[src/sv/shabh_pkg.sv]
package shabh_pkg;

  localparam logic CMD_DATA   = 1'b0;
  localparam logic CMD_FINISH = 1'b1;

  localparam int QDEPTH = 4;
  localparam int QPTR_W = $clog2(QDEPTH);

  typedef logic [31:0] word_t;

  typedef struct packed {
    logic       cmd;
    logic [7:0] data_byte;
  } q_entry_t;

  localparam word_t INIT_H [8] = '{
    32'h6a09e667, 32'hbb67ae85, 32'h3c6ef372, 32'ha54ff53a,
    32'h510e527f, 32'h9b05688c, 32'h1f83d9ab, 32'h5be0cd19};

  localparam word_t K_TAB [64] = '{
    32'h428a2f98, 32'h71374491, 32'hb5c0fbcf, 32'he9b5dba5, 32'h3956c25b, 32'h59f111f1,
    32'h923f82a4, 32'hab1c5ed5, 32'hd807aa98, 32'h12835b01, 32'h243185be, 32'h550c7dc3,
    32'h72be5d74, 32'h80deb1fe, 32'h9bdc06a7, 32'hc19bf174, 32'he49b69c1, 32'hefbe4786,
    32'h0fc19dc6, 32'h240ca1cc, 32'h2de92c6f, 32'h4a7484aa, 32'h5cb0a9dc, 32'h76f988da,
    32'h983e5152, 32'ha831c66d, 32'hb00327c8, 32'hbf597fc7, 32'hc6e00bf3, 32'hd5a79147,
    32'h06ca6351, 32'h14292967, 32'h27b70a85, 32'h2e1b2138, 32'h4d2c6dfc, 32'h53380d13,
    32'h650a7354, 32'h766a0abb, 32'h81c2c92e, 32'h92722c85, 32'ha2bfe8a1, 32'ha81a664b,
    32'hc24b8b70, 32'hc76c51a3, 32'hd192e819, 32'hd6990624, 32'hf40e3585, 32'h106aa070,
    32'h19a4c116, 32'h1e376c08, 32'h2748774c, 32'h34b0bcb5, 32'h391c0cb3, 32'h4ed8aa4a,
    32'h5b9cca4f, 32'h682e6ff3, 32'h748f82ee, 32'h78a5636f, 32'h84c87814, 32'h8cc70208,
    32'h90befffa, 32'ha4506ceb, 32'hbef9a3f7, 32'hc67178f2};

  function automatic word_t big_sig0(input word_t x);
    return {x[1:0], x[31:2]} ^ {x[12:0], x[31:13]} ^ {x[21:0], x[31:22]};
  endfunction

  function automatic word_t big_sig1(input word_t x);
    return {x[5:0], x[31:6]} ^ {x[10:0], x[31:11]} ^ {x[24:0], x[31:25]};
  endfunction

  function automatic word_t small_sig0(input word_t x);
    return {x[6:0], x[31:7]} ^ {x[17:0], x[31:18]} ^ {3'b000, x[31:3]};
  endfunction

  function automatic word_t small_sig1(input word_t x);
    return {x[16:0], x[31:17]} ^ {x[18:0], x[31:19]} ^ {10'b0, x[31:10]};
  endfunction

endpackage

[src/sv/shabh_ifs.sv]
interface shabh_in_if;
  logic       valid;
  logic       ready;
  logic       cmd;
  logic [7:0] data_byte;
  modport source (output valid, output cmd, output data_byte, input ready);
  modport sink (input valid, input cmd, input data_byte, output ready);
endinterface

interface shabh_out_if;
  logic        valid;
  logic        ready;
  logic [31:0] digest_word;
  logic [2:0]  word_index;
  logic        last_word;
  modport source (output valid, output digest_word, output word_index, output last_word,
                  input ready);
  modport sink (input valid, input digest_word, input word_index, input last_word,
                output ready);
endinterface

[src/sv/shabh_front.sv]
module shabh_front (
  input  logic                clk,
  input  logic                rst_n,
  shabh_in_if.sink            in_ch,
  output logic                q_valid,
  output shabh_pkg::q_entry_t q_head,
  input  logic                q_pop
);
  import shabh_pkg::*;

  q_entry_t                mem_r [QDEPTH];
  logic [QPTR_W-1:0]       wr_ptr_r, rd_ptr_r;
  logic [QPTR_W:0]         count_r;
  logic                    push, pop;

  assign in_ch.ready = (count_r != (QPTR_W+1)'(QDEPTH));
  assign push        = in_ch.valid && in_ch.ready;
  assign pop         = q_pop && q_valid;
  assign q_valid     = (count_r != '0);
  assign q_head      = mem_r[rd_ptr_r];

  always_ff @(posedge clk) begin
    if (push) begin
      mem_r[wr_ptr_r] <= '{cmd: in_ch.cmd, data_byte: in_ch.data_byte};
    end
  end

  always_ff @(posedge clk) begin
    if (!rst_n) begin
      wr_ptr_r <= '0;
      rd_ptr_r <= '0;
      count_r  <= '0;
    end else begin
      if (push) wr_ptr_r <= wr_ptr_r + 1'b1;
      if (pop) rd_ptr_r <= rd_ptr_r + 1'b1;
      count_r <= count_r + (QPTR_W+1)'(push) - (QPTR_W+1)'(pop);
    end
  end

endmodule

[src/sv/shabh_core.sv]
module shabh_core (
  input  logic                clk,
  input  logic                rst_n,
  input  logic                q_valid,
  input  shabh_pkg::q_entry_t q_head,
  output logic                q_pop,
  shabh_out_if.source         out_ch
);
  import shabh_pkg::*;

  localparam logic [2:0] S_IDLE = 3'd0;
  localparam logic [2:0] S_PADZ = 3'd1;
  localparam logic [2:0] S_LEN  = 3'd2;
  localparam logic [2:0] S_COMP = 3'd3;
  localparam logic [2:0] S_OUT  = 3'd4;

  logic [2:0]   state_r, state_nxt, ret_r, ret_nxt;
  logic [6:0]   round_r, round_nxt;
  logic [5:0]   fill_r, fill_nxt;
  logic [2:0]   len_r, len_nxt;
  logic [2:0]   sel_r, sel_nxt;
  logic [63:0]  bits_r, bits_nxt;
  logic [511:0] win_r, win_nxt;
  word_t        hash_r [8];
  word_t        hash_nxt [8];
  word_t        vars_r [8];
  word_t        vars_nxt [8];
  logic         ov_r, ov_nxt;
  word_t        ow_r, ow_nxt;
  logic [2:0]   oi_r, oi_nxt;
  logic         ol_r, ol_nxt;

  logic         push_en, go_comp;
  logic [7:0]   push_byte;
  logic [2:0]   lsel;
  word_t        w0, w1, w9, w14, w_new, wt, t1, t2;
  word_t        ea, eb, ec, ee, ef, eg;

  // window word 0 is the oldest schedule word
  assign w0  = win_r[511:480];
  assign w1  = win_r[479:448];
  assign w9  = win_r[223:192];
  assign w14 = win_r[63:32];
  assign w_new = small_sig1(w14) + w9 + small_sig0(w1) + w0;
  assign wt    = (round_r < 7'd16) ? w0 : w_new;

  assign ea = vars_r[0];
  assign eb = vars_r[1];
  assign ec = vars_r[2];
  assign ee = vars_r[4];
  assign ef = vars_r[5];
  assign eg = vars_r[6];
  assign t1 = vars_r[7] + big_sig1(ee) + ((ee & ef) ^ (~ee & eg)) + K_TAB[round_r[5:0]] + wt;
  assign t2 = big_sig0(ea) + ((ea & eb) ^ (ea & ec) ^ (eb & ec));

  assign lsel = 3'(3'd7 - len_r);

  always_comb begin
    state_nxt = state_r;
    ret_nxt   = ret_r;
    round_nxt = round_r;
    fill_nxt  = fill_r;
    len_nxt   = len_r;
    sel_nxt   = sel_r;
    bits_nxt  = bits_r;
    win_nxt   = win_r;
    hash_nxt  = hash_r;
    vars_nxt  = vars_r;
    ov_nxt    = ov_r && !out_ch.ready;
    ow_nxt    = ow_r;
    oi_nxt    = oi_r;
    ol_nxt    = ol_r;
    q_pop     = 1'b0;
    push_en   = 1'b0;
    push_byte = 8'h00;
    go_comp   = 1'b0;

    case (state_r)
      S_IDLE: begin
        if (q_valid) begin
          q_pop   = 1'b1;
          push_en = 1'b1;
          if (q_head.cmd == CMD_DATA) begin
            push_byte = q_head.data_byte;
            bits_nxt  = bits_r + 64'd8;
            if (fill_r == 6'd63) begin
              go_comp = 1'b1;
              ret_nxt = S_IDLE;
            end
          end else begin
            push_byte = 8'h80;
            if (fill_r == 6'd63) begin
              go_comp = 1'b1;
              ret_nxt = S_PADZ;
            end else if (fill_r == 6'd55) begin
              state_nxt = S_LEN;
              len_nxt   = '0;
            end else begin
              state_nxt = S_PADZ;
            end
          end
        end
      end
      S_PADZ: begin
        push_en = 1'b1;
        if (fill_r == 6'd63) begin
          go_comp = 1'b1;
          ret_nxt = S_PADZ;
        end else if (fill_r == 6'd55) begin
          state_nxt = S_LEN;
          len_nxt   = '0;
        end
      end
      S_LEN: begin
        push_en   = 1'b1;
        push_byte = bits_r[{lsel, 3'b000} +: 8];
        len_nxt   = len_r + 1'b1;
        if (len_r == 3'd7) begin
          go_comp = 1'b1;
          ret_nxt = S_OUT;
          sel_nxt = '0;
        end
      end
      S_COMP: begin
        if (!round_r[6]) begin
          win_nxt     = {win_r[479:0], wt};
          vars_nxt[7] = vars_r[6];
          vars_nxt[6] = vars_r[5];
          vars_nxt[5] = vars_r[4];
          vars_nxt[4] = vars_r[3] + t1;
          vars_nxt[3] = vars_r[2];
          vars_nxt[2] = vars_r[1];
          vars_nxt[1] = vars_r[0];
          vars_nxt[0] = t1 + t2;
          round_nxt   = round_r + 1'b1;
        end else begin
          for (int j = 0; j < 8; j++) begin
            hash_nxt[j] = hash_r[j] + vars_r[j];
          end
          state_nxt = ret_r;
        end
      end
      S_OUT: begin
        if (!ov_r || out_ch.ready) begin
          ov_nxt = 1'b1;
          ow_nxt = hash_r[sel_r];
          oi_nxt = sel_r;
          ol_nxt = (sel_r == 3'd7);
          sel_nxt = sel_r + 1'b1;
          if (sel_r == 3'd7) begin
            hash_nxt  = INIT_H;
            bits_nxt  = '0;
            state_nxt = S_IDLE;
          end
        end
      end
      default: begin
        state_nxt = S_IDLE;
      end
    endcase

    if (push_en) begin
      win_nxt  = {win_r[503:0], push_byte};
      fill_nxt = fill_r + 1'b1;
    end
    if (go_comp) begin
      state_nxt = S_COMP;
      round_nxt = '0;
      vars_nxt  = hash_r;
    end
  end

  always_ff @(posedge clk) begin
    if (!rst_n) begin
      state_r <= S_IDLE;
      ret_r   <= S_IDLE;
      round_r <= '0;
      fill_r  <= '0;
      len_r   <= '0;
      sel_r   <= '0;
      bits_r  <= '0;
      hash_r  <= INIT_H;
      ov_r    <= 1'b0;
    end else begin
      state_r <= state_nxt;
      ret_r   <= ret_nxt;
      round_r <= round_nxt;
      fill_r  <= fill_nxt;
      len_r   <= len_nxt;
      sel_r   <= sel_nxt;
      bits_r  <= bits_nxt;
      hash_r  <= hash_nxt;
      ov_r    <= ov_nxt;
    end
  end

  always_ff @(posedge clk) begin
    win_r  <= win_nxt;
    vars_r <= vars_nxt;
    ow_r   <= ow_nxt;
    oi_r   <= oi_nxt;
    ol_r   <= ol_nxt;
  end

  assign out_ch.valid       = ov_r;
  assign out_ch.digest_word = ow_r;
  assign out_ch.word_index  = oi_r;
  assign out_ch.last_word   = ol_r;

`ifndef SYNTHESIS
  a_pop_idle: assert property (@(posedge clk) disable iff (!rst_n)
    q_pop |-> state_r == S_IDLE) else $error("queue pop outside idle");
  a_round_bound: assert property (@(posedge clk) disable iff (!rst_n)
    state_r == S_COMP |-> round_r <= 7'd64) else $error("round counter overrun");
  a_last_idx: assert property (@(posedge clk) disable iff (!rst_n)
    ov_r && ol_r |-> oi_r == 3'd7) else $error("last flag on wrong word");
  a_len_fill: assert property (@(posedge clk) disable iff (!rst_n)
    state_r == S_LEN |-> fill_r[5:3] == 3'b111) else $error("length bytes misplaced");
`endif

endmodule

[src/sv/sha256_byte_stream_hasher_unit.sv]
// channel  | dir | payload                              | transfer
// in_ch    | in  | cmd, data_byte                       | valid && ready
// out_ch   | out | digest_word, word_index, last_word   | valid && ready
// A data byte is taken from the queue by the back end; every 64th byte starts a
// compression (one round per cycle, then the hash update) that holds off the queue.
// Finish: pad and length bytes go in one per cycle up to the block end, each padded
// block is compressed (two blocks when more than 55 bytes are held), then 8 output words.
// A 4-deep input queue keeps in_ch accepting while the back end works or out_ch stalls.
// Synchronous active-low reset restores the initial hash and clears the counts.
module sha256_byte_stream_hasher_unit (
  input  logic        clk,
  input  logic        rst_n,
  shabh_in_if.sink    in_ch,
  shabh_out_if.source out_ch
);
  import shabh_pkg::*;

  logic     q_valid;
  logic     q_pop;
  q_entry_t q_head;

  shabh_front u_front (
    .clk     (clk),
    .rst_n   (rst_n),
    .in_ch   (in_ch),
    .q_valid (q_valid),
    .q_head  (q_head),
    .q_pop   (q_pop)
  );

  shabh_core u_core (
    .clk     (clk),
    .rst_n   (rst_n),
    .q_valid (q_valid),
    .q_head  (q_head),
    .q_pop   (q_pop),
    .out_ch  (out_ch)
  );

endmodule

[src/flat_wrapper.sv]
// flat-port wrapper written by rule: the top's interface ports become plain ports
module sha256_byte_stream_hasher_unit_flat import shabh_pkg::*;
  (clk, rst_n, in_ch_valid, in_ch_cmd, in_ch_data_byte, in_ch_ready, out_ch_valid, out_ch_digest_word, out_ch_word_index, out_ch_last_word, out_ch_ready);
  shabh_in_if in_ch_i ();
  shabh_out_if out_ch_i ();
  input  logic clk;
  input  logic rst_n;
  input wire logic [$bits(in_ch_i.valid)-1:0] in_ch_valid;
  input wire logic [$bits(in_ch_i.cmd)-1:0] in_ch_cmd;
  input wire logic [$bits(in_ch_i.data_byte)-1:0] in_ch_data_byte;
  output wire logic [$bits(in_ch_i.ready)-1:0] in_ch_ready;
  output wire logic [$bits(out_ch_i.valid)-1:0] out_ch_valid;
  output wire logic [$bits(out_ch_i.digest_word)-1:0] out_ch_digest_word;
  output wire logic [$bits(out_ch_i.word_index)-1:0] out_ch_word_index;
  output wire logic [$bits(out_ch_i.last_word)-1:0] out_ch_last_word;
  input wire logic [$bits(out_ch_i.ready)-1:0] out_ch_ready;
  assign in_ch_i.valid = in_ch_valid;
  assign in_ch_i.cmd = in_ch_cmd;
  assign in_ch_i.data_byte = in_ch_data_byte;
  assign in_ch_ready = in_ch_i.ready;
  assign out_ch_valid = out_ch_i.valid;
  assign out_ch_digest_word = out_ch_i.digest_word;
  assign out_ch_word_index = out_ch_i.word_index;
  assign out_ch_last_word = out_ch_i.last_word;
  assign out_ch_i.ready = out_ch_ready;
  sha256_byte_stream_hasher_unit u_core (.clk(clk), .rst_n(rst_n), .in_ch(in_ch_i), .out_ch(out_ch_i));
endmodule
[config.mk]
export PLATFORM = sky130hd
export DESIGN_NAME = sha256_byte_stream_hasher_unit_flat
export DESIGN_NICKNAME = d
export VERILOG_FILES = /design/src/sv/shabh_pkg.sv /design/src/sv/shabh_ifs.sv /design/src/sv/shabh_front.sv /design/src/sv/shabh_core.sv /design/src/sv/sha256_byte_stream_hasher_unit.sv /design/src/flat_wrapper.sv
export SDC_FILE = /design/constraint.sdc
export NUM_CORES = 2
export LEC_CHECK = 0
export BUFFER_PORTS_ARGS = -buffer_cell sky130_fd_sc_hd__buf_2
export CAP_MARGIN = 20
export CORE_ASPECT_RATIO = 0.75
export CORE_MARGIN = 8
export CORE_UTILIZATION = 30
export DETAILED_ROUTE_END_ITERATION = 8
export SLEW_MARGIN = 20
export SYNTH_ARGS = -nofsm -noshare
export SYNTH_HDL_FRONTEND = slang
export SYNTH_SLANG_ARGS = --single-unit
[constraint.sdc]
create_clock -name clk -period 20.8 [get_ports clk]
set_input_delay 3.12 -clock clk [delete_from_list [all_inputs] [get_ports clk]]
set_output_delay 3.12 -clock clk [all_outputs]
set_load 0.01 [all_outputs]
==> flow_metrics.env <==
export IMPL_drt_iter0_drc=7049
export IMPL_gp_congestion=0.938
export IMPL_die_h_um=458
export IMPL_worst_skew_pair_late_latency_ns=0.82
export IMPL_ys_flop_type="edfxtp_1"
export IMPL_critPathCaptureType="flip-flop"
export IMPL_ys_warn_count=0
export IMPL_post_route_cells_drive_above_1_share=0.0670
export IMPL_worst_hold_path_type="reg2reg"
export IMPL_htree_levels=4
export IMPL_numCtsBuffers=142
export IMPL_hold_viol=0
export IMPL_slew_headroom=0.161
export IMPL_grt_use_met1=0.265
export IMPL_fin_skew_ns=0.0495
export IMPL_first_global_vias=58600
export IMPL_synth_edf_count=840
export IMPL_fin_nets=9053
export IMPL_syn_nets=9226
export IMPL_cp_top_family="compound AO/OA/AOI/OAI gates"
export IMPL_drt_total_wl_um=256000
export IMPL_vias=62600
export IMPL_max_freq_mhz=85.9
export IMPL_yosysSeqAreaShare=0.414
export IMPL_clockBufferDepth=3
export IMPL_use_met2=0.255
export IMPL_syn_inst=8596
export IMPL_crit_buf_inv=8
export IMPL_cts_clk_slew_worst_paths_ns=0.06
export IMPL_rows=162
export IMPL_grt_usage=0.177
export IMPL_vias_per_cell=5.22
export IMPL_coreArea_mm2=0.259
export IMPL_async_reset_ff_frac=0
export IMPL_slowest_delay_ns=0.81
export IMPL_final_common_cell="nand2_1"
export IMPL_area_delta_synth_final_pct=10.8
export IMPL_cts_tree="yes"
export IMPL_tns_ns=0
export IMPL_place_hpwl_um=187000
export IMPL_cts_root_buf="clkbuf_16"
export IMPL_required_ns=21.32
export IMPL_cts_setup_buffers=0
export IMPL_tightest_slew_ns=1.25
export IMPL_max_cap_violations=0
export IMPL_synth_seq_cells=1192
export IMPL_grt_use_met3=0.0401
export IMPL_avgSynthCellArea_um2=9.07
export IMPL_grt_busiest_layer="met1"
export IMPL_layout_common_cells="nand2_1 (2428), edfxtp_1 (840), inv_1 (456), a21oi_1 (444), ha_1 (419)"
export IMPL_io_buffers=50
export IMPL_fin_crit_sh=0.560
export IMPL_antenna_found_initial=11
export IMPL_die_w_um=605
export IMPL_synthesis_area_mm2=0.0780
export IMPL_setup_viol_count_final=0
export IMPL_crit_arrival_ns=12.16
export IMPL_start_util=0.301
export IMPL_grt_overflow_total=0
export IMPL_min_period_ns=11.64
export IMPL_postRouteAntennaNets=0
export IMPL_crit_slowest_cell="a2111oi_0"
export IMPL_num_io_pins=51
export IMPL_path_max_fanout=5
export IMPL_crit_type="reg2reg"
export IMPL_wl_per_cell_um=21.4
export IMPL_nFillCells=26600
export IMPL_grt_start_max_net_pins=217
export IMPL_maxSlewViolCount=0
export IMPL_first_pass_iters=7
export IMPL_hold_ws_ns=0.493
export IMPL_cts_sinks=1192
export IMPL_grt_pass1_wl_um=380000
export IMPL_cp_common_cell="inv_1"
export IMPL_route_detailed_drc=0
export IMPL_dieArea_mm2=0.277
export IMPL_postCtsHoldBufs=0
export IMPL_synth_cell_types=84
export IMPL_rsz0062_at_grt="no"
export IMPL_startpoint_type="flip-flop"
export IMPL_status="completed"
export IMPL_cts_resized=0
Yosys cell counts (all sizes together) (10+ instances only):
library cell | number | area (um^2)
a211o | 12 | 105
a211oi | 35 | 263
a21boi | 22 | 165
a21o | 194 | 1460
a21oi | 446 | 2240
a221oi | 15 | 131
a22oi | 78 | 586
a311oi | 15 | 131
a31oi | 44 | 275
and2 | 46 | 288
and3 | 54 | 338
and4 | 12 | 105
buf | 40 | 151
clkbuf | 422 | 1580
dfxtp | 352 | 7050
edfxtp | 840 | 25200
fa | 198 | 3960
ha | 419 | 5240
inv | 458 | 1720
mux2 | 68 | 766
mux2i | 22 | 220
mux4 | 93 | 2100
nand2 | 2432 | 9130
nand2b | 67 | 419
nand3 | 81 | 405
nand4 | 32 | 200
nor2 | 386 | 1450
nor2b | 140 | 876
nor3 | 76 | 380
nor4 | 10 | 62.6
o211ai | 28 | 210
o21a | 55 | 413
o21ai | 394 | 1970
o21bai | 46 | 345
o22ai | 108 | 676
o311ai | 13 | 114
o31ai | 29 | 218
or2 | 12 | 75.1
or3 | 46 | 288
xnor2 | 390 | 3420
xor2 | 239 | 2090
per-stage QoR:
step	worst slack, ns	util	cell area (um^2)	std cells
2_1_floorplan	7.31	-	78000	8596
3_3_place_gp	9.32	0.315	81700	11700
3_5_place_dp	9.36	0.315	81700	11700
4_1_cts	9.27	0.333	86400	12000
6_report	9.16	0.333	86400	12000
5_1_grt	8.53	0.333	86400	12000
layout make-up:
cell class / instances / area [um^2] / share of cell area
Antenna cell: 3 / 7.51 / 0.0000869
Clock buffer: 181 / 3840 / 0.0445
Clock inverter: 76 / 832 / 0.00963
Inverter: 460 / 1730 / 0.0200
Multi-Input combinational cell: 6482 / 42400 / 0.491
Sequential cell: 1192 / 32300 / 0.374
Tap cell: 3444 / 4310 / 0.0499
Timing Repair Buffer: 145 / 1000 / 0.0116
cells by family (layout without fill, tap and decap cells):
logic type,count (synthesis),in the layout,synth area share
fa+ha+maj,622,622,0.119
buf+inv,922,862,0.0444
compound gates,1630,1630,0.131
xor+xnor,630,630,0.0710
flops,1192,1192,0.414
simple gates,3417,3417,0.182
mux,183,183,0.0395
other cells,0,3,0
worst paths after layout:
kind / start / endpoint / slack [ns] / cells after the start
min reg2reg: u_core.u_core.ret_r[1] / u_core.u_core.ret_r[1] / 0.49 / 1
max: u_core.u_core.win_r[457] / u_core.u_core.ea[31] / 9.16 / 46
max reg2reg: u_core.u_core.win_r[457] / u_core.u_core.ea[31] / 9.16 / 46
min: u_core.u_core.ret_r[1] / u_core.u_core.ret_r[1] / 0.49 / 1
per-layer routing:
metal  wire length [um]  up-vias
met5                  0        -
met4               6560        0
met3              22500      362
met2             106000     2369
met1             121000    30700
li1                   -    29200
flip-flops by register name, summed over array words and instances, names as in the netlist, 2 cells and up, named ones only:
name and count:
u_core.u_front.wr_ptr_r 2, u_core.u_front.count_r 3, u_core.u_core.ea 32, u_core.u_core.eb 32
u_core.u_core.ret_r 3, u_core.u_front.rd_ptr_r 2, u_core.u_core.ee 32, u_core.u_core.out_ch.digest_word 32
u_core.u_core.win_r 512, u_core.u_core.ef 32, u_core.u_core.fill_r 6, u_core.u_core.len_r 3
u_core.u_front.mem_r 36, u_core.u_core.bits_r 61, u_core.u_core.ec 32, u_core.u_core.out_ch.word_index 3
u_core.u_core.sel_r 3, u_core.u_core.vars_r 64, u_core.u_core.eg 32, u_core.u_core.state_r 3
u_core.u_core.round_r 7, u_core.u_core.hash_r 256
Power is not shown: default switching activity piles up to over one toggle a cycle in this logic, so the estimate is an artifact.
